**src/hdl/ubh_pkg.sv**
```systemverilog
// ----------------------------------------------------------------------------
// ubh_pkg
// shared command codes, payload types and register map for the histogram
// ----------------------------------------------------------------------------
package ubh_pkg;

	localparam logic [1:0] CMD_ADD   = 2'd0;
	localparam logic [1:0] CMD_READ  = 2'd1;
	localparam logic [1:0] CMD_CLEAR = 2'd2;
	localparam logic [1:0] CMD_NOP   = 2'd3;

	localparam logic [1:0] REG_LOW_BOUND  = 2'd0;
	localparam logic [1:0] REG_BIN_STEP   = 2'd1;
	localparam logic [1:0] REG_CELL_COUNT = 2'd2;

	typedef struct packed {
		logic [1:0]  cmd;
		logic [31:0] sample_value;
		logic [7:0]  bin_index;
	} ubh_in_t;

	typedef struct packed {
		logic        in_range;
		logic [31:0] bin_count;
		logic [16:0] fraction_of_peak;
		logic [31:0] cell_low_edge;
		logic [31:0] total_samples;
		logic [31:0] missed_samples;
		logic [8:0]  covered_cells;
		logic [31:0] peak_count;
	} ubh_out_t;

endpackage

```
**src/hdl/ubh_divider.sv**
```systemverilog
// ----------------------------------------------------------------------------
// ubh_divider
// radix-2 restoring divider, one quotient bit a cycle
// ----------------------------------------------------------------------------
module ubh_divider import ubh_pkg::*; #(
	parameter int NUM_BITS = 33,
	parameter int DEN_BITS = 32,
	parameter int Q_BITS   = 33
) (
	input  logic                clk,
	input  logic                arst_n,
	input  logic                start,
	input  logic [NUM_BITS-1:0] num,
	input  logic [DEN_BITS-1:0] den,
	output logic                busy,
	output logic                done,
	output logic [Q_BITS-1:0]   quo
);
	localparam int CW = $clog2(NUM_BITS + 1);
	localparam int RW = DEN_BITS + 1;

	logic [CW-1:0]       cnt_q;
	logic [NUM_BITS-1:0] n_q;
	logic [RW-1:0]       r_q;
	logic [DEN_BITS-1:0] d_q;
	logic [Q_BITS-1:0]   q_q;
	logic [RW-1:0]       r_sh;
	logic                ge;

	assign r_sh = {r_q[RW-2:0], n_q[NUM_BITS-1]};
	assign ge   = r_sh >= {1'b0, d_q};
	assign quo  = q_q;

	always_ff @(posedge clk or negedge arst_n) begin
		if (!arst_n) begin
			busy  <= 1'b0;
			done  <= 1'b0;
			cnt_q <= '0;
		end else begin
			done <= 1'b0;
			if (start) begin
				busy  <= 1'b1;
				cnt_q <= CW'(NUM_BITS);
			end else if (busy) begin
				cnt_q <= cnt_q - 1'b1;
				if (cnt_q == CW'(1)) begin
					busy <= 1'b0;
					done <= 1'b1;
				end
			end
		end
	end

	always_ff @(posedge clk) begin
		if (start) begin
			n_q <= num;
			d_q <= den;
			r_q <= '0;
			q_q <= '0;
		end else if (busy) begin
			n_q <= n_q << 1;
			r_q <= ge ? r_sh - {1'b0, d_q} : r_sh;
			q_q <= {q_q[Q_BITS-2:0], ge};
		end
	end
endmodule

```
**config.mk**
```make
export PLATFORM = sky130hd
export DESIGN_NAME = ubh_divider
export DESIGN_NICKNAME = d
export VERILOG_FILES = /design/src/hdl/ubh_pkg.sv /design/src/hdl/ubh_divider.sv
export SDC_FILE = /design/constraint.sdc
export NUM_CORES = 1
export LEC_CHECK = 0
export ABC_AREA = 1
export BUFFER_PORTS_ARGS = -buffer_cell sky130_fd_sc_hd__buf_2
export CORE_MARGIN = 2
export CORE_UTILIZATION = 44
export DETAILED_ROUTE_END_ITERATION = 8
export PLACE_DENSITY = 0.75
export SYNTH_ARGS = -nofsm -noshare
export SYNTH_HDL_FRONTEND = slang
export SYNTH_SLANG_ARGS = --single-unit
export TNS_END_PERCENT = 5
```
**constraint.sdc**
```tcl
create_clock -name clk -period 2.2 [get_ports clk]
set_clock_uncertainty 0.05 [all_clocks]
set_input_delay 0.55 -clock clk [delete_from_list [all_inputs] [get_ports clk]]
set_output_delay 0.55 -clock clk [all_outputs]
set_load 0.05 [all_outputs]
```
Word level (Yosys, flattened, before mapping):

Index checks and enable logic that the tools add are counted.

* mux-type cells: 11
* reductions and logical operators: 1
* magnitude comparators: 1
* eq/ne operators: 1
* $add $sub $neg: 2

Operators by type and width (number)
* 33-bit two-way mux: 2
* 33-bit by 32-bit greater-or-equal comparator with 1-bit output: 1
* 32-bit two-way mux: 1
* 32-bit subtractor: 1
* 6-bit two-way mux: 2
* 6-bit by 1-bit equality test with 1-bit output (second input constant): 1
* 1-bit two-way mux: 6
* 6-bit by 1-bit subtractor with 6-bit output (second input constant): 1
* 2-bit nonzero test: 1

* bits in registers: 138

Longest topological paths before layout:

Gate-level depths: netlist (run 1).

* depth in word-level cells: 4
* mapped depth: 16
* depth with buffers taken out: 16

Least setup slack after synthesis (run 1):

OpenSTA, ideal clock, no wires.

* path type: input to register
* from: in start
* to: reg n_q[0], enable pin
* stages on the path: 4
* library setup time: 0.410 ns
* arrival: 2.232 ns
* path buffers: 2
* slack: -0.492 ns
* cell sequence: clkbuf_1 -> nor2_1 -> clkinv_1 -> clkbuf_1

* longest elaborated chain between the ends: 1

RTL lines
* start, declared: line ubh_divider.sv:12 `input logic start,`
* 2-bit nonzero test (no line)
* end signal, assigned: line ubh_divider.sv:56 `n_q <= num;`
* end signal, assigned: line ubh_divider.sv:61 `n_q <= n_q << 1;`
* end, declared: line ubh_divider.sv:23 `logic [NUM_BITS-1:0] n_q;`

Every way passes these cells.
A chain may end at the register's enable or synchronous reset.

Worst setup path in the final report (run 1):

* from: reg d_q[30]
* to: reg r_q[6]

* longest elaborated chain between the ends: 2

RTL lines
* start, declared: line ubh_divider.sv:25 `logic [DEN_BITS-1:0] d_q;`
* start signal, assigned: line ubh_divider.sv:57 `d_q <= den;`
* 33-bit by 32-bit greater-or-equal comparator with 1-bit output: line ubh_divider.sv:31 `assign ge = r_sh >= {1'b0, d_q};`
* 32-bit two-way mux: line ubh_divider.sv:62 `r_q <= ge ? r_sh - {1'b0, d_q} : r_sh;`
* end signal, assigned: line ubh_divider.sv:62
* end, declared: line ubh_divider.sv:24 `logic [RW-1:0] r_q;`

Every way passes these cells.

==> metrics.txt, run 1 <==
outcome=finished, final reports clean; final period utilization=0.9398; Die W=roughly 140 um; DR vias=between 7000 and 8000; CTS clock-pin slew for the worst setup and hold paths=around 0.070 ns; die area=0.01888 mm2; FF-to-FF Start=d_q[30]$_DFFE_PP_; crit path launch=d_q[30]$_DFFE_PP_; fin. max-slew vios=0; Row Count=48; RR Endpoint=r_q[6]$_SDFFE_PP0P_; fillers=~1500; Final Core Density=0.5860; syn avg cell area=between 7 and 8 um2; Detailed Place HPWL=15150 um; Cells after Synth=between 1000 and 1500; peak fanout along the critical path=7; ys async rst share=0.05797; Num CTS Buffers=17; r2r worst-path depth=14; Netlist cell types=36; Cell Pwr Density=about 1100 mW/mm2; slew margin rel.=0.7110; Starting Density=0.4512; number of DRC markers in iteration 0=between 300 and 400; R2R setup slack=0.13 ns; worst-margin pin slew=0.4295 ns; routed len/inst=approximately 14 um; worst hold-check path type=primary input to flop; crit path capture type=flop; Final setup viols=0; min-delay src=den[22]; CP Class=flop to flop; Post-Syn Nets=1164; fin nets=1319; Antenna Diode Count=0; clk root buf=clkbuf_16; maximum vdd ir drop=~0.00063 V; Fin Setup TNS=0 ns; Crit path required time=between 2 and 3 ns; minimum clock period=2.068 ns; layout cell share with drive strength beyond 1=0.2701; Setup WS post-layout=0.1324 ns; Ports=around 100; max-cap violations=0; Tot Pwr=10690 uW; largest net degree at the start of global routing=38; Yosys top cell area share=0.2492; Syn-to-layout area delta=29.88%; sequential area share after synthesis=0.4410; Post-Syn Area=0.007831 mm2; Bufs on Longest Clock Path=2; DRC=0; leak pwr=0.005098 uW; WHS Path Cells=1; DR pass1 iterations=5; Core Region=0.01736 mm2; Synth area leaders=edfxtp_1 25%, nand2_1 18%, dfxtp_1 17%, inv_1 9.1%, nand3_1 6.0%; TritonCTS clock tree=done; H-tree depth=4; global route overflow=0; critical path launch point type=flop; Die Ht=~140 um; Seq cells post-synth=around 140; clock sinks=about 140; CP Data Arrival Time=roughly 2.4 ns; Synth Flop Type=edfxtp_1; Synth area leader=edfxtp_1; number of global-route vias before repair=approximately 6700; remaining antenna violation count=0; worst hold path endpoint=d_q[22]$_DFFE_PP_; DR vias/cell=about 4.9; GP Congestion=roughly 0.97; # port buffers=around 100; Total Routed Length=about 21000 um; Peak Freq=a little under 500 MHz; Clock Latency Late Sink=about 0.43 ns; initial antenna violation count=1; Post-Place Setup Slack=between 0.02 and 0.03 ns; RSZ-0062 raised after global routing=true; Final Hold Viols=0; first-pass GRT wire length=about 33000 um; Yosys Warn Count=0; GRT Overall Usage=0.2252; Post-synth EDFFs=65
[Yosys cell counts, types with 3 or more instances]
| library cell | count |
|---|---|
| a21oi_1 | 23 |
| a21oi_2 | 3 |
| and2_1 | 4 |
| buf_8 | 3 |
| clkbuf_1 | 17 |
| dfrtp_1 | 8 |
| dfxtp_1 | 65 |
| edfxtp_1 | 65 |
| ha_1 | 34 |
| inv_1 | 190 |
| inv_2 | 8 |
| nand2_1 | 384 |
| nand2_2 | 28 |
| nand3_1 | 94 |
| nand3b_1 | 3 |
| nand4_1 | 9 |
| nor2_1 | 38 |
| nor2_2 | 4 |
| nor3_1 | 8 |
| o21ai_0 | 6 |
| o21bai_1 | 3 |
| o22ai_1 | 32 |
| xor2_1 | 13 |
[registers in the layout, summed over array words and instances, names as in the netlist]
signal / count
n_q: 33
quo: 33
cnt_q: 6
d_q: 32
busy: 1
done: 1
r_q: 32
[logic make-up after synthesis]
| group | share of synthesized area |
|---|---|
| buffers and inverters | 0.1136 |
| DFF | 0.4410 |
| AOI/OAI and AO/OA | 0.05224 |
| xor gates and xnor gates | 0.01566 |
| and+or+nand+nor | 0.3207 |
| adders and majority gates | 0.05688 |
[metal layers]
layer,wire [um],vias to the layer above,share of wire,GRT usage
met5,17,-,0.00082,0
met4,386,2,0.019,0.07045
met3,1529,29,0.073,0.05482
met2,9967,234,0.48,0.3706
met1,8930,3285,0.43,0.2922
li1,-,3642,-,-
[metrics by stage]
stage,hold WS [ns],area [um2],std cells
after CTS,0.2286,9534,1445
after floorplan,0.2044,7833,1061
after detailed placement,0.3553,8925,1412
final,0.2476,10170,1454
after global placement,0.3528,8925,1412
after global routing,0.2299,10170,1454
[layout by cell type, fill, tap and decap left out, types with 13 or more instances in the layout]
master       n
nand2_2     51
buf_4       46
nand2_1    357
edfxtp_1    65
dfxtp_1     62
nand3_1     91
inv_1      177
a21oi_1     22
nor2_2      13
clkbuf_16   18
inv_2       22
xor2_1      13
o22ai_1     32
ha_4        30
buf_2      102
nor2_1      26
[how the worst max path moves through the flow]
stage / to / slack (ns) / cells past startpoint
after floorplan: n_q[0]$_SDFFCE_PN0P_ / 0.07 / 4
after global placement: r_q[22]$_SDFFE_PP0P_ / 0.03 / 12
after detailed placement: r_q[22]$_SDFFE_PP0P_ / 0.03 / 13
after CTS: r_q[10]$_SDFFE_PP0P_ / 0.02 / 14
after global routing: r_q[16]$_SDFFE_PP0P_ / -0.008 / 13
final: r_q[6]$_SDFFE_PP0P_ / 0.13 / 14
[where the power goes]
part | leakage, uW | internal [uW] | switching [uW]
registers | 0.00130 | 3060 | 310
clock network | 0.000292 | 1630 | 1290
logic | 0.00351 | 1920 | 2480
total | 0.00510 | 6610 | 4080
[critical path, cell delays in order (launching register included)]
cell	delay [ns]
edfxtp_1	0.36
inv_1	0.10
ha_4	0.22
nand2_1	0.08
nand2_2	0.07
nand2_1	0.06
nand2_1	0.08
a21oi_2	0.15
nand2_2	0.11
nor2_8	0.15
nand2_8	0.10
nor2_8	0.19
clkbuf_16	0.18
nand2_2	0.04
nand3_1	0.06
[repair_timing]
item,4_1_cts,5_1_grt
pin swaps,0,15
buffers inserted,0,8
cloned,0,1
endpoints found under the setup margin,1,33
gates resized for setup,1,118
hold endpoints to repair,8,0
hold buffers,1,0
[final cells by class]
| type | instances | area, um2 | share of cell area |
|---|---|---|---|
| clock buffers | 17 | 425.4 | 0.04183 |
| clock inverters | 15 | 171.4 | 0.01685 |
| multi-input cells | 699 | 4025 | 0.3957 |
| repair buffers | 160 | 1060 | 0.1042 |
| flip-flops and latches | 138 | 3457 | 0.3399 |
| inverters | 200 | 750.7 | 0.07381 |
| well taps | 225 | 281.5 | 0.02768 |
Note: power is estimated with default switching activity, not from simulation.
==> run 2: changes to the inputs <==
--- a/config.mk
+++ b/config.mk
@@ -5,7 +5,6 @@
 export SDC_FILE = /design/constraint.sdc
 export NUM_CORES = 1
 export LEC_CHECK = 0
-export ABC_AREA = 1
 export BUFFER_PORTS_ARGS = -buffer_cell sky130_fd_sc_hd__buf_2
 export CORE_MARGIN = 2
 export CORE_UTILIZATION = 44
==> metrics.txt, run 2 <==
Starting Density=0.4496 (-0.001597); initial antenna violation count=1 (unchanged); Core Region=0.01658 mm2 (-4.5%); TritonCTS clock tree=done; Synth Flop Type=edfxtp_1; clk root buf=clkbuf_16; sequential area share after synthesis=0.4632 (+0.02220); H-tree depth=4 (unchanged); most common cell after layout, fill and taps aside=buf_4; top-count cell post-synth=nor2_1; worst-margin pin slew=0.6425 ns (+0.2130 ns); cell chain of the critical path=inv_2 -> ha_4 -> fa_2 -> nor2b_2 -> o31a_1 -> o31ai_2 -> nand3_1 -> o21a_2 -> or4_4 -> nand3_2 -> a311oi_2; worst hold-check path type=primary input to flop; slew margin rel.=0.5656 (-0.1454); sum of buffers and inverters on the critical path=1 (-1); Die W=134.2 um (-2.4%); Top Family by Delay on Critical Path=compound AO/OA/AOI/OAI gates; most frequent cells in the layout=141 x buf_4, 101 x buf_2, 92 x nor2_1; Post-Syn Area=0.007456 mm2 (-4.8%); peak fanout along the critical path=4 (-3); Setup WS post-layout=-0.5022 ns (-0.6346 ns); maximum vdd ir drop=0.0006944 V (+9.9%); Row Count=47 (-2.1%); Tot Pwr=10190 uW (-4.7%); Ports=103 (unchanged); R2R setup slack=-0.50 ns (-0.63 ns); Yosys Warn Count=0 (unchanged); CP max stage cell=or4_4; Hold Worst Slack=0.2470 ns (-0.0006270 ns); FF-to-FF Start=n_q[32]$_DFFE_PP_; largest net degree at the start of global routing=79 (+110%); clock sinks=138 (unchanged); Crit path required time=2.44 ns (-0.07 ns); Peak Freq=370.1 MHz (-23%); CP Class=flop to flop; Post-Syn Nets=839 (-28%); Die Ht=134.2 um (-2.4%); minimum clock period=2.702 ns (+0.6346 ns); Synth area leader=edfxtp_1; DR pass1 iterations=5 (unchanged); Seq cells post-synth=138 (unchanged); final period utilization=1.228 (+0.2885); Final Hold Viols=0 (unchanged); ys async rst share=0.05797 (unchanged); fin nets=1071 (-19%); layout cell share with drive strength beyond 1=0.4128 (+0.1427); Netlist cell types=64 (+78%); failing checks=negative setup slack; number of global-route vias before repair=6461 (-3.6%); number of DRC markers in iteration 0=462 (+23%); Post-synth EDFFs=65 (unchanged); Clock Latency Late Sink=0.42 ns (about the same); remaining antenna violation count=0 (unchanged); leak pwr=0.004733 uW (-7.2%); r2r worst-path depth=11 (-3); global route overflow=0 (unchanged); Bufs on Longest Clock Path=2 (unchanged); syn avg cell area=10.13 um2 (+37%); WHS Path Cells=1 (unchanged); max-cap violations=0 (unchanged); Synth area leaders=edfxtp_1 26%, dfxtp_1 17%, ha_1 5.7%, mux2_2 5.0%, nor2_1 4.7%; Commonest cells post-synth=93 x nor2_1, 65 x dfxtp_1, 65 x edfxtp_1; outcome=finished, violations left; Yosys top cell area share=0.2618 (+0.01255); die area=0.01800 mm2 (-4.7%); GP Congestion=0.8733 (-10%); critical path launch point type=flop; Antenna Diode Count=0 (unchanged); routed len/inst=15.55 um (+8.6%); DR vias/cell=5.232 (+5.8%); worst hold path endpoint=d_q[13]$_DFFE_PP_; Detailed Place HPWL=12860 um (-15%); # port buffers=102 (unchanged); fin. max-slew vios=0 (unchanged); DR vias=6284 (-13%); CTS clock-pin slew for the worst setup and hold paths=0.07 ns (about the same); crit path capture type=flop; first-pass GRT wire length=31020 um (-5.5%); RSZ-0062 raised after global routing=true; CP Data Arrival Time=2.94 ns (+0.56 ns); max incr delay on CP=0.42 ns (+0.06 ns); Final setup viols=33 (+33); Syn-to-layout area delta=36.68%; min-delay src=den[13]; Num CTS Buffers=17 (unchanged); RR Endpoint=r_q[26]$_SDFFE_PP0P_; GRT Overall Usage=0.2135 (-0.01175); Total Routed Length=18680 um (-10%); Cell Pwr Density=999.6 mW/mm2 (-4.9%); Cells after Synth=736 (-31%); DRC=0 (unchanged)
## run 2: cell count changes after synthesis, moves of 10 or more
cell and delta:
nand2_1 -327, nor2_1 +55, a21oi_1 +14, a311oi_1 +10
inv_1 -142, mux2_2 +33, nand2_2 -15, a311oi_2 +16
o21ai_0 +12, mux2i_1 +34, nand3_1 -79, xnor2_1 +16
o22ai_1 -31
## run 2: what timing repair did
item | CTS | global route
hold buffers | 1 | 0
hold endpoints to repair | 8 | 0
gates resized for setup | 26 | 35
pin swaps | 14 | 15
endpoints found under the setup margin | 33 | 33
buffers inserted | 2 | 3
## run 2: how the worst max path moves through the flow
stage | startpoint | end | slack [ns] | depth (start not counted)
6_report | n_q[32]$_DFFE_PP_ | r_q[26]$_SDFFE_PP0P_ | -0.50 | 11
5_1_grt | n_q[32]$_DFFE_PP_ | r_q[26]$_SDFFE_PP0P_ | -0.58 | 11
4_1_cts | d_q[0]$_DFFE_PP_ | r_q[30]$_SDFFE_PP0P_ | -0.44 | 10
3_5_place_dp | d_q[0]$_DFFE_PP_ | r_q[31]$_SDFFE_PP0P_ | -0.56 | 10
3_3_place_gp | n_q[32]$_DFFE_PP_ | r_q[31]$_SDFFE_PP0P_ | -0.49 | 11
2_1_floorplan | d_q[1]$_DFFE_PP_ | r_q[13]$_SDFFE_PP0P_ | -0.33 | 12
## run 2: cell families after synthesis
group | synth area share
buffers and inverters | 0.04950
adders and majority gates | 0.05974
muxes | 0.09549
AOI/OAI and AO/OA | 0.1576
xor gates and xnor gates | 0.02584
and+or+nand+nor | 0.1487
DFF | 0.4632
## run 2: layout make-up
cell class | instances | area (um2)
Clock buffer | 17 | 425.4
Clock inverter | 15 | 175.2
Fill cell | 1389 | 6392
Inverter | 48 | 183.9
Multi-Input combinational cell | 512 | 3958
Sequential cell | 138 | 3457
Tap cell | 220 | 275.3
Timing Repair Buffer | 251 | 1717
## run 2: stage by stage
stage	area [um2]	TNS, ns	std cells	setup slack (ns)	util
after floorplan	7467	-8.919	736	-0.3318	-
after global placement	9214	-11.32	1163	-0.4903	0.5556
after detailed placement	9214	-14.30	1163	-0.5615	0.5556
after CTS	10000	-11.47	1198	-0.4392	0.6030
after global routing	10190	-15.24	1201	-0.5841	0.6145
final	10190	-11.07	1201	-0.5022	0.6145
## run 2: routing by layer
metal,share of wire,up-vias,track usage
met5,0.00070,-,0
met4,0.016,2,0.06842
met3,0.043,30,0.05404
met2,0.49,129,0.3503
met1,0.45,2999,0.2771
li1,-,3124,-
## run 2: power breakdown
| group | switching [uW] | internal (uW) |
|---|---|---|
| clock network | 1290 | 1630 |
| registers | 281 | 3120 |
| logic | 1910 | 1960 |
| total | 3480 | 6700 |
