$ cat src/hdl/ubh_pkg.sv
// ----------------------------------------------------------------------------
// ubh_pkg
// shared command codes, payload types and register map for the histogram
// ----------------------------------------------------------------------------
package ubh_pkg;

	localparam logic [1:0] CMD_ADD   = 2'd0;
	localparam logic [1:0] CMD_READ  = 2'd1;
	localparam logic [1:0] CMD_CLEAR = 2'd2;
	localparam logic [1:0] CMD_NOP   = 2'd3;

	localparam logic [1:0] REG_LOW_BOUND  = 2'd0;
	localparam logic [1:0] REG_BIN_STEP   = 2'd1;
	localparam logic [1:0] REG_CELL_COUNT = 2'd2;

	typedef struct packed {
		logic [1:0]  cmd;
		logic [31:0] sample_value;
		logic [7:0]  bin_index;
	} ubh_in_t;

	typedef struct packed {
		logic        in_range;
		logic [31:0] bin_count;
		logic [16:0] fraction_of_peak;
		logic [31:0] cell_low_edge;
		logic [31:0] total_samples;
		logic [31:0] missed_samples;
		logic [8:0]  covered_cells;
		logic [31:0] peak_count;
	} ubh_out_t;

endpackage

$ cat src/hdl/ubh_regs.sv
// ----------------------------------------------------------------------------
// ubh_regs
// apb register file for the bin geometry
// ----------------------------------------------------------------------------
module ubh_regs import ubh_pkg::*; (
	input  logic        clk,
	input  logic        arst_n,
	input  logic        psel,
	input  logic        penable,
	input  logic        pwrite,
	input  logic [3:0]  paddr,
	input  logic [31:0] pwdata,
	output logic [31:0] prdata,
	output logic        pready,
	output logic [31:0] low_bound,
	output logic [31:0] bin_step,
	output logic [8:0]  cell_count
);
	logic [1:0] idx;
	assign idx    = paddr[3:2];
	assign pready = 1'b1;

	always_ff @(posedge clk or negedge arst_n) begin
		if (!arst_n) begin
			low_bound  <= '0;
			bin_step   <= 32'd65536;
			cell_count <= 9'd256;
		end else if (psel && penable && pwrite) begin
			unique case (idx)
				REG_LOW_BOUND:  low_bound  <= pwdata;
				REG_BIN_STEP:   bin_step   <= pwdata;
				REG_CELL_COUNT: cell_count <= pwdata[8:0];
				default: ;
			endcase
		end
	end

	always_comb begin
		unique case (idx)
			REG_LOW_BOUND:  prdata = low_bound;
			REG_BIN_STEP:   prdata = bin_step;
			REG_CELL_COUNT: prdata = {23'd0, cell_count};
			default:        prdata = '0;
		endcase
	end
endmodule

$ cat config.mk
export PLATFORM = sky130hd
export DESIGN_NAME = ubh_regs
export DESIGN_NICKNAME = d
export VERILOG_FILES = /design/src/hdl/ubh_pkg.sv /design/src/hdl/ubh_regs.sv
export SDC_FILE = /design/constraint.sdc
export NUM_CORES = 1
export LEC_CHECK = 0
export BUFFER_PORTS_ARGS = -buffer_cell sky130_fd_sc_hd__buf_2
export CORE_ASPECT_RATIO = 1.25
export CORE_MARGIN = 2
export CORE_UTILIZATION = 43
export CTS_BUF_LIST = sky130_fd_sc_hd__clkbuf_8 sky130_fd_sc_hd__clkbuf_16
export CTS_CLUSTER_DIAMETER = 40
export DETAILED_ROUTE_END_ITERATION = 6
export GPL_TIMING_DRIVEN = 1
export PLACE_DENSITY_LB_ADDON = 0.25
export SYNTH_ARGS = -nofsm -noshare
export SYNTH_HDL_FRONTEND = slang
export SYNTH_SLANG_ARGS = --single-unit
$ cat constraint.sdc
create_clock -name clk -period 1.1 [get_ports clk]
set_clock_uncertainty 0.15 [all_clocks]
set_input_delay 0.22 -clock clk [delete_from_list [all_inputs] [get_ports clk]]
set_output_delay 0.22 -clock clk [all_outputs]
set_load 0.05 [all_outputs]
==> results of run 1 <==
==> cells by family after synthesis <==
| logic type | after synthesis | synth area share, % |
|---|---|---|
| multiplexers | 105 | 36.9 |
| flip-flops | 73 | 53.8 |
| AND/OR/NAND/NOR | 37 | 4.64 |
| buffers and inverters | 18 | 3.20 |
| AO/OA/AOI/OAI | 9 | 1.32 |
| other | 1 | 0.110 |
==> per-stage QoR <==
stage / area (um2) / hold slack [ns] / worst slack, ns
after floorplan: 3830 / -0.226 / -0.459
after global placement: 5290 / -0.00328 / -0.586
after detailed placement: 5290 / -0.00468 / -0.602
==> flow_summary.rst, run 1 <==
.. list-table::
   :header-rows: 1

   * - Metric
     - Value
   * - Status
     - did not finish
   * - Halt Stage
     - clock tree synthesis (4_1_cts)
   * - First logged error message
     - [ERROR DPL-0033] detailed placement checks failed during check placement.
   * - DP Wirelength
     - 6.93 mm
   * - # hold bufs at CTS
     - 33
   * - H-tree depth
     - 3
   * - Mapped Cells
     - 243
   * - Number of flip-flops and latches in the synthesized netlist
     - 73
   * - Leading post-synthesis cells by instance count
     - sky130_fd_sc_hd__dfrtp_1, sky130_fd_sc_hd__mux2_2, sky130_fd_sc_hd__mux2i_1, sky130_fd_sc_hd__mux2_4, sky130_fd_sc_hd__nor2_1
   * - Die Y
     - 103 um
   * - Most area-consuming cells after synthesis
     - sky130_fd_sc_hd__dfrtp_1, sky130_fd_sc_hd__mux2_2, sky130_fd_sc_hd__mux2_4
   * - Total number of clock tree sinks
     - 73
   * - Proportion of synthesized flip-flops having asynchronous set or reset
     - 100%
   * - YS warnings
     - 0
   * - Gates resized, CTS repair
     - 414
   * - Count of standard-cell rows
     - 36
   * - Die width
     - 83.5 um
   * - Count of buffers inserted at the top-level ports
     - 143
   * - Placer Congestion
     - 0.747
   * - Total CTS buffers
     - 9
   * - Total nets after synthesis
     - 284
   * - Top flip-flop cell by instance count after synthesis
     - sky130_fd_sc_hd__dfrtp_1
   * - Clock tree root driver cell
     - sky130_fd_sc_hd__clkbuf_8
   * - Number of cells after detailed placement
     - 555
   * - Area share of the leading cell type in the synthesized netlist
     - 52.3%
   * - EDFF count, synth
     - 0
   * - Post-CTS Setup Repair Bufs
     - 24
   * - I/O pin count
     - 147
   * - Synthesized area divided by synthesized cell count
     - 14.0 um2
   * - Sequential area share after synthesis
     - 53.8%
   * - Most frequently used cell type in the post-synthesis netlist
     - sky130_fd_sc_hd__dfrtp_1
   * - Post-synthesis instance area
     - 3400 um2
   * - Synth area leader
     - sky130_fd_sc_hd__dfrtp_1
   * - Synth unique cells
     - 19
   * - Starting Density
     - 43.9%
   * - Max clock buf depth
     - 2
==> run 2: changes to the inputs <==
==> config.mk (replaced) <==
export PLATFORM = sky130hd
export DESIGN_NAME = ubh_regs
export DESIGN_NICKNAME = d
export VERILOG_FILES = /design/src/hdl/ubh_pkg.sv /design/src/hdl/ubh_regs.sv
export SDC_FILE = /design/constraint.sdc
export NUM_CORES = 1
export LEC_CHECK = 0
export BUFFER_PORTS_ARGS = -buffer_cell sky130_fd_sc_hd__buf_2
export CORE_MARGIN = 2
export CORE_UTILIZATION = 32
export DETAILED_ROUTE_END_ITERATION = 6
export GPL_TIMING_DRIVEN = 1
export PLACE_DENSITY_LB_ADDON = 0.15
export SYNTH_ARGS = -nofsm -noshare
export SYNTH_HDL_FRONTEND = slang
export SYNTH_SLANG_ARGS = --single-unit
==> constraint.sdc (replaced) <==
create_clock -name clk -period 1.4 [get_ports clk]
set_clock_uncertainty 0.15 [all_clocks]
set_input_delay 0.28 -clock clk [delete_from_list [all_inputs] [get_ports clk]]
set_output_delay 0.28 -clock clk [all_outputs]
set_load 0.05 [all_outputs]
==> run 2 against run 1 <==
The flow now finishes, with violations (negative setup slack). Area after synthesis stayed put. Synthesized cell count unchanged.
==> flow_summary.rst, run 2 <==
.. list-table::
   :header-rows: 1

   * - Metric
     - Value
   * - Status
     - complete, but fails checks (was did not finish)
   * - Violated checks
     - negative setup slack
   * - Hold Path Origin
     - pwdata[23]
   * - Starting Density
     - 32.9% (was 43.9%)
   * - YS warnings
     - 0 (unchanged)
   * - I/O pin count
     - 147 (unchanged)
   * - Slew at the pin closest to its max-slew limit
     - 0.565 ns
   * - # nets final
     - 528
   * - Top Family by Delay on Critical Path
     - flip-flops
   * - Clock tree from TritonCTS
     - done
   * - Mapped Cells
     - 243 (unchanged)
   * - Area of all sequential standard cells
     - 1840 um2
   * - Top flip-flop cell by instance count after synthesis
     - sky130_fd_sc_hd__dfrtp_1 (unchanged)
   * - Required @ worst endpoint
     - 0.97 ns
   * - Total number of vias
     - 2898
   * - Total number of clock tree sinks
     - 73 (unchanged)
   * - Area inside the core boundary
     - 10300 um2
   * - Area Overhead vs Synth
     - 110%
   * - Final-report setup violation count
     - 151
   * - Most frequently used cell type in the post-synthesis netlist
     - sky130_fd_sc_hd__dfrtp_1 (unchanged)
   * - Share of final-layout standard cells stronger than drive strength 1
     - 84.3%
   * - Residual DRC
     - 0
   * - Slew headroom
     - 62.4%
   * - Proportion of synthesized flip-flops having asynchronous set or reset
     - 100% (unchanged)
   * - Leading post-synthesis cells by instance count
     - sky130_fd_sc_hd__dfrtp_1, sky130_fd_sc_hd__mux2_2, sky130_fd_sc_hd__mux2i_1, sky130_fd_sc_hd__mux2_4, sky130_fd_sc_hd__nor2_1 (unchanged)
   * - H-tree depth
     - 3 (unchanged)
   * - Worst Slack Setup Final
     - -0.280 ns
   * - Master of the slowest instance on the critical path
     - sky130_fd_sc_hd__dfstp_2
   * - Worst reg2reg endpoint
     - low_bound[12]
   * - Critical R2R Launch
     - low_bound[12]
   * - Number of flip-flops and latches in the synthesized netlist
     - 73 (unchanged)
   * - Logic depth of the worst register-to-register path
     - 3
   * - Routed WL
     - 11.2 mm
   * - Total routing resource utilization after global routing
     - 18.7%
   * - EDFF count, synth
     - 0 (unchanged)
   * - Critical path's largest stage delay
     - 0.55 ns
   * - Count of standard-cell rows
     - 37 (was 36)
   * - Die Y
     - 107 um (was 103 um)
   * - Total nets after synthesis
     - 284 (unchanged)
   * - DP Wirelength
     - 6.35 mm (was 6.93 mm)
   * - Drt pass-1 iters
     - 4
   * - Count of antenna diodes in the layout
     - 0
   * - Depth of the worst hold-timing path
     - 2
   * - WL per Instance
     - 17.9 um
   * - Total CTS buffers
     - 9 (unchanged)
   * - Clock network latency to the later pin of the worst-skew pair
     - 0.35 ns
   * - Synthesized area divided by synthesized cell count
     - 14.0 um2 (unchanged)
   * - Switching pwr
     - 5.01 mW
   * - Number of buffers and inverters on the critical path
     - 1
   * - Cells along the critical path
     - mux2i_2 -> nor2_4 -> buf_8
   * - Via density per instance
     - 4.62
   * - Maximum vdd drop
     - 0.000815 V
   * - Synth unique cells
     - 19 (unchanged)
   * - Endpoint kind of the worst setup timing path
     - primary output
   * - Area share of the leading cell type in the synthesized netlist
     - 52.3% (unchanged)
   * - Arrival @ worst endpoint
     - 1.25 ns
   * - Fmax
     - 0.595 GHz
   * - Antenna Nets Post-Route
     - 0
   * - Multi-input combinational cell area
     - 2070 um2
   * - Final hold viol count
     - 0
   * - Pleak
     - 3.34 nW
   * - Most area-consuming cells after synthesis
     - sky130_fd_sc_hd__dfrtp_1, sky130_fd_sc_hd__mux2_2, sky130_fd_sc_hd__mux2_4 (unchanged)
   * - Fill cell count
     - 724
   * - Count of buffers inserted at the top-level ports
     - 143 (unchanged)
   * - Post-route core utilization
     - 69.3%
   * - Launching element type of the critical path
     - register
   * - Final Max Tran Viols
     - 0
   * - Total power divided by cell area
     - 1680 nW/um2
   * - Max clock buf depth
     - 2 (unchanged)
   * - Worst hold slack
     - 0.0276 ns
   * - Max-Cap Viols
     - 0
   * - RSZ-0062 raised after global routing
     - yes
   * - Final worst path period share
     - 120%
   * - Pin count of the biggest net entering global routing
     - 29
   * - Switching portion of total power
     - 41.7%
   * - Part of the total power dissipated in the clock network
     - 13.8%
   * - Highest-count cells in the layout ignoring fill and taps
     - sky130_fd_sc_hd__buf_6, sky130_fd_sc_hd__dfrtp_1, sky130_fd_sc_hd__buf_8, sky130_fd_sc_hd__mux2_4, sky130_fd_sc_hd__buf_2
   * - Critical path start-end classification
     - register to primary output
   * - Die width
     - 107 um (was 83.5 um)
   * - Clk pin slew, worst setup/hold paths
     - 0.08 ns
   * - Final critical delay including setup and external delays
     - 1.68 ns
   * - Post-synthesis instance area
     - 3400 um2 (unchanged)
   * - Residual overflow from global routing
     - 0
   * - Path type of the worst min-delay path
     - input port to register
   * - Number of antenna violations at the first check in global routing
     - 0
   * - First DRT Iteration DRCs
     - 77
   * - Internal
     - 7.01 mW
   * - Combinational Power Share
     - 60.0%
   * - Sequential area share after synthesis
     - 53.8% (unchanged)
   * - Sequential cell fraction of total power
     - 26.2%
   * - Registers with the most flip-flops
     - bin_step x32, low_bound x32, cell_count x9
   * - Synth area leader
     - sky130_fd_sc_hd__dfrtp_1 (unchanged)
   * - Via count of the first global-routing pass
     - 3072
   * - Most common cell after layout, fill and taps aside
     - sky130_fd_sc_hd__buf_6
   * - Placer Congestion
     - 0.733 (was 0.747)
   * - Reg2Reg Setup Slack
     - 0.20 ns
   * - Die area
     - 11500 um2
   * - Clock tree root driver cell
     - sky130_fd_sc_hd__clkbuf_8 (unchanged)
   * - Hold worst-path end
     - bin_step[23]
   * - Maximum fanout along the worst path
     - 2
   * - First-pass GRT wire length
     - 16.4 mm
-- run 2: cells by family after synthesis --
family	after synthesis	synth area share, %
AND/OR/NAND/NOR	37	4.64
AO/OA/AOI/OAI	9	1.32
other	1	0.110
multiplexers	105	36.9
flip-flops	73	53.8
buffers and inverters	18	3.20
-- run 2: timing repair --
| action | CTS | global route |
|---|---|---|
| gates cloned | 2 | 4 |
| setup endpoints to repair | 134 | 156 |
| pin swaps | 9 | 8 |
| gates resized for setup | 332 | 110 |
| hold buffers | 1 | 0 |
| endpoints found under the hold margin | 72 | 0 |
| buffers inserted | 44 | 48 |
-- run 2: area by class of cell --
| type | count | share of cell area, % |
|---|---|---|
| clock inverters | 5 | 0.787 |
| flip-flops and latches | 73 | 25.7 |
| repair buffers | 251 | 40.3 |
| well taps | 136 | 2.38 |
| multi-input cells | 152 | 28.9 |
| clock buffers | 10 | 1.92 |
-- run 2: worst register-to-register path, delay by kind of cell (launching register included) --
| family | cells | cell delay (ns) |
|---|---|---|
| buffers and inverters | 2 | 0.26 |
| muxes | 1 | 0.26 |
| DFF | 1 | 0.42 |
-- run 2: power by group through the flow --
stage          Sequential (mW)  Combinational (mW)  Clock [mW]
5_1_grt                   3.20                7.49        1.83
3_5_place_dp              3.01                4.54           0
6_report                  3.15                7.21        1.66
3_3_place_gp              3.01                4.51           0
4_1_cts                   3.11                6.50        1.72
2_1_floorplan             4.74                1.66           0
-- run 2: per-layer routing --
layer | GRT usage (%) | wire, um
met4 | 6.77 | 121
met2 | 29.2 | 5510
met3 | 4.74 | 642
met5 | 0 | 0
met1 | 25.2 | 4980
-- run 2: worst max-delay path by stage --
stage,start,end,slack (ns),cells past startpoint
after CTS,bin_step[2],prdata[2],-0.26,3
after detailed placement,paddr[2],bin_step[25],-0.41,4
after global placement,paddr[2],prdata[20],-0.44,5
after floorplan,paddr[3],bin_step[10],-0.22,5
after global routing,low_bound[2],prdata[2],-0.33,3
final,bin_step[16],prdata[16],-0.28,3
-- run 2: stage by stage --
stage	std cells	TNS, ns	power [mW]	instance area, um2	worst slack (ns)
final	627	-12.99	12.0	7150	-0.280
after detailed placement	538	-36.09	7.55	4830	-0.410
after global routing	627	-19.08	12.5	7150	-0.334
after global placement	538	-35.23	7.52	4830	-0.438
after floorplan	243	-15.02	6.40	3770	-0.220
after CTS	597	-11.80	11.3	6540	-0.261
(Power assumes the default switching activity.)
==> run 3: changes to the inputs <==
--- a/config.mk
+++ b/config.mk
@@ -7,7 +7,7 @@
 export LEC_CHECK = 0
 export BUFFER_PORTS_ARGS = -buffer_cell sky130_fd_sc_hd__buf_2
 export CORE_MARGIN = 2
-export CORE_UTILIZATION = 32
+export CORE_UTILIZATION = 40
 export DETAILED_ROUTE_END_ITERATION = 6
 export GPL_TIMING_DRIVEN = 1
 export PLACE_DENSITY_LB_ADDON = 0.15
==> run 3 against run 2 <==
The run still ends with negative setup slack left. Global-route usage up 6.2 points. Core utilization up 14 points. Sequential power about the same. Fmax up 0.35%. Cell area down 3.8%. Critical path depth unchanged. Setup slack better by 0.0059 ns. Non-clock buffer count down 5. Highest routed layer unchanged.
==> flow_summary.rst, run 3 (synthesis results as in run 2) <==
.. list-table::
   :header-rows: 1

   * - Metric
     - Value
   * - Clock network latency to the later pin of the worst-skew pair
     - 0.35 ns (about the same)
   * - Total number of vias
     - 2944 (was 2898)
   * - Switching portion of total power
     - 41.5% (was 41.7%)
   * - Die area
     - 9250 um2 (was 11500 um2)
   * - Share of final-layout standard cells stronger than drive strength 1
     - 84.6% (was 84.3%)
   * - First-pass GRT wire length
     - 17.1 mm (was 16.4 mm)
   * - Combinational Power Share
     - 57.4% (was 60.0%)
   * - Clock tree from TritonCTS
     - done (unchanged)
   * - Final hold viol count
     - 0 (unchanged)
   * - # nets final
     - 523 (was 528)
   * - Clk pin slew, worst setup/hold paths
     - 0.09 ns (was 0.08 ns)
   * - Required @ worst endpoint
     - 0.97 ns (about the same)
   * - Number of buffers and inverters on the critical path
     - 1 (unchanged)
   * - Antenna Nets Post-Route
     - 0 (unchanged)
   * - Area inside the core boundary
     - 8220 um2 (was 10300 um2)
   * - Total CTS buffers
     - 9 (unchanged)
   * - Number of antenna violations at the first check in global routing
     - 0 (unchanged)
   * - First DRT Iteration DRCs
     - 56 (was 77)
   * - RSZ-0062 raised after global routing
     - yes (unchanged)
   * - Starting Density
     - 41.4% (was 32.9%)
   * - Max clock buf depth
     - 2 (unchanged)
   * - Most common cell after layout, fill and taps aside
     - sky130_fd_sc_hd__buf_6 (unchanged)
   * - Fmax
     - 0.597 GHz (was 0.595 GHz)
   * - Master of the slowest instance on the critical path
     - sky130_fd_sc_hd__dfstp_2 (unchanged)
   * - Die width
     - 96.2 um (was 107 um)
   * - Worst Slack Setup Final
     - -0.275 ns (was -0.280 ns)
   * - Path type of the worst min-delay path
     - input port to register (unchanged)
   * - Via count of the first global-routing pass
     - 3256 (was 3072)
   * - Pleak
     - 3.22 nW (was 3.34 nW)
   * - Total routing resource utilization after global routing
     - 24.9% (was 18.7%)
   * - Power Total
     - 12.2 mW (was 12.0 mW)
   * - Final worst path period share
     - 120% (about the same)
   * - Highest-count cells in the layout ignoring fill and taps
     - sky130_fd_sc_hd__buf_6, sky130_fd_sc_hd__dfrtp_1, sky130_fd_sc_hd__buf_8, sky130_fd_sc_hd__mux2_2 (was sky130_fd_sc_hd__buf_6, sky130_fd_sc_hd__dfrtp_1, sky130_fd_sc_hd__buf_8, sky130_fd_sc_hd__mux2_4, sky130_fd_sc_hd__buf_2)
   * - Part of the total power dissipated in the clock network
     - 16.9% (was 13.8%)
   * - Total power divided by cell area
     - 1780 nW/um2 (was 1680 nW/um2)
   * - Registers with the most flip-flops
     - bin_step x32, low_bound x32, cell_count x9 (unchanged)
   * - Final-report setup violation count
     - 90 (was 151)
   * - DP Wirelength
     - 6.17 mm (was 6.35 mm)
   * - Maximum vdd drop
     - 0.00103 V (was 0.000815 V)
   * - Clock tree root driver cell
     - sky130_fd_sc_hd__clkbuf_8 (unchanged)
   * - Endpoint kind of the worst setup timing path
     - primary output (unchanged)
   * - Via density per instance
     - 4.97 (was 4.62)
   * - Final Max Tran Viols
     - 0 (unchanged)
   * - Maximum fanout along the worst path
     - 2 (unchanged)
   * - Critical path start-end classification
     - register to primary output (unchanged)
   * - Sequential cell fraction of total power
     - 25.7% (was 26.2%)
   * - Status
     - complete, but fails checks (unchanged)
   * - I/O pin count
     - 147 (unchanged)
   * - Worst hold slack
     - 0.0143 ns (was 0.0276 ns)
   * - Cells along the critical path
     - mux2i_2 -> nor2_4 -> buf_8 (unchanged)
   * - Launching element type of the critical path
     - register (unchanged)
   * - Top Family by Delay on Critical Path
     - flip-flops (unchanged)
   * - Count of buffers inserted at the top-level ports
     - 143 (unchanged)
   * - Die Y
     - 96.2 um (was 107 um)
   * - Max-Cap Viols
     - 0 (unchanged)
   * - Area Overhead vs Synth
     - 102% (was 110%)
   * - Count of antenna diodes in the layout
     - 0 (unchanged)
   * - Arrival @ worst endpoint
     - 1.24 ns (was 1.25 ns)
   * - Fill cell count
     - 394 (was 724)
   * - Pin count of the biggest net entering global routing
     - 26 (was 29)
   * - Residual DRC
     - 0 (unchanged)
   * - Drt pass-1 iters
     - 4 (unchanged)
   * - Final critical delay including setup and external delays
     - 1.67 ns (was 1.68 ns)
   * - Count of standard-cell rows
     - 33 (was 37)
   * - WL per Instance
     - 19.7 um (was 17.9 um)
   * - Routed WL
     - 11.7 mm (was 11.2 mm)
   * - H-tree depth
     - 3 (unchanged)
   * - Critical path's largest stage delay
     - 0.55 ns (about the same)
   * - Total number of clock tree sinks
     - 73 (unchanged)
   * - Violated checks
     - negative setup slack (unchanged)
   * - Internal
     - 7.17 mW (was 7.01 mW)
   * - Switching pwr
     - 5.08 mW (was 5.01 mW)
   * - Placer Congestion
     - 0.745 (was 0.733)
   * - Post-route core utilization
     - 83.7% (was 69.3%)
   * - Residual overflow from global routing
     - 0 (unchanged)
## run 3: layout make-up
type                    instances  area, um2  area share (%)
flip-flops and latches         73       1830            26.7
multi-input cells             152       1930            28.0
well taps                     105        131            1.91
clock buffers                  11        141            2.05
repair buffers                246       2740            39.8
clock inverters                 5        104            1.51
## run 3: layer usage
metal / up-vias / wire length (um) / part of all wire [%] / track usage [%]
met2: 113 / 6280 / 54 / 44.9
li1: 1329 / - / - / -
met5: - / 0 / 0 / 0
met3: 14 / 597 / 5.1 / 4.78
met1: 1488 / 4650 / 40 / 29.5
met4: 0 / 158 / 1.4 / 8.45
## run 3: worst register-to-register path: cells and delay by family (launching register included)
family | cells | cell delay (ns)
buffers and inverters | 3 | 0.41
DFF | 1 | 0.43
muxes | 1 | 0.25
## run 3: final timing paths
kind / from / end / slack, ns / cells after the start
min: pwdata[26] / bin_step[26] / 0.01 / 2
max in group asynchronous: arst_n / cell_count[8] / 0.40 / 3
min reg2reg: low_bound[6] / low_bound[6] / 0.42 / 1
max reg2reg: bin_step[3] / bin_step[3] / 0.05 / 4
max: bin_step[16] / prdata[16] / -0.27 / 3
min in group asynchronous: arst_n / low_bound[17] / 0.20 / 2
## run 3: per-stage QoR
step / worst slack (ns) / setup TNS [ns] / instance area, um2 / std cells
3_5_place_dp: -0.381 / -34.44 / 4750 / 504
6_report: -0.275 / -11.36 / 6880 / 592
3_3_place_gp: -0.385 / -34.04 / 4750 / 504
4_1_cts: -0.255 / -10.95 / 6590 / 577
5_1_grt: -0.317 / -13.93 / 6880 / 592
2_1_floorplan: -0.220 / -15.02 / 3770 / 243
## run 3: repair_timing
action	in CTS	in global routing
pin swaps	9	8
hold buffers	1	0
setup buffers	55	41
endpoints found under the hold margin	71	0
endpoints found under the setup margin	112	118
gates resized for setup	346	66
gates cloned	1	1
## run 3: power groups by stage
stage	logic (mW)	clock network, mW	registers (mW)
2_1_floorplan	1.66	0	4.74
3_3_place_gp	4.45	0	3.01
3_5_place_dp	4.48	0	3.03
4_1_cts	6.66	2.07	3.06
5_1_grt	7.29	2.16	3.20
6_report	7.03	2.07	3.15
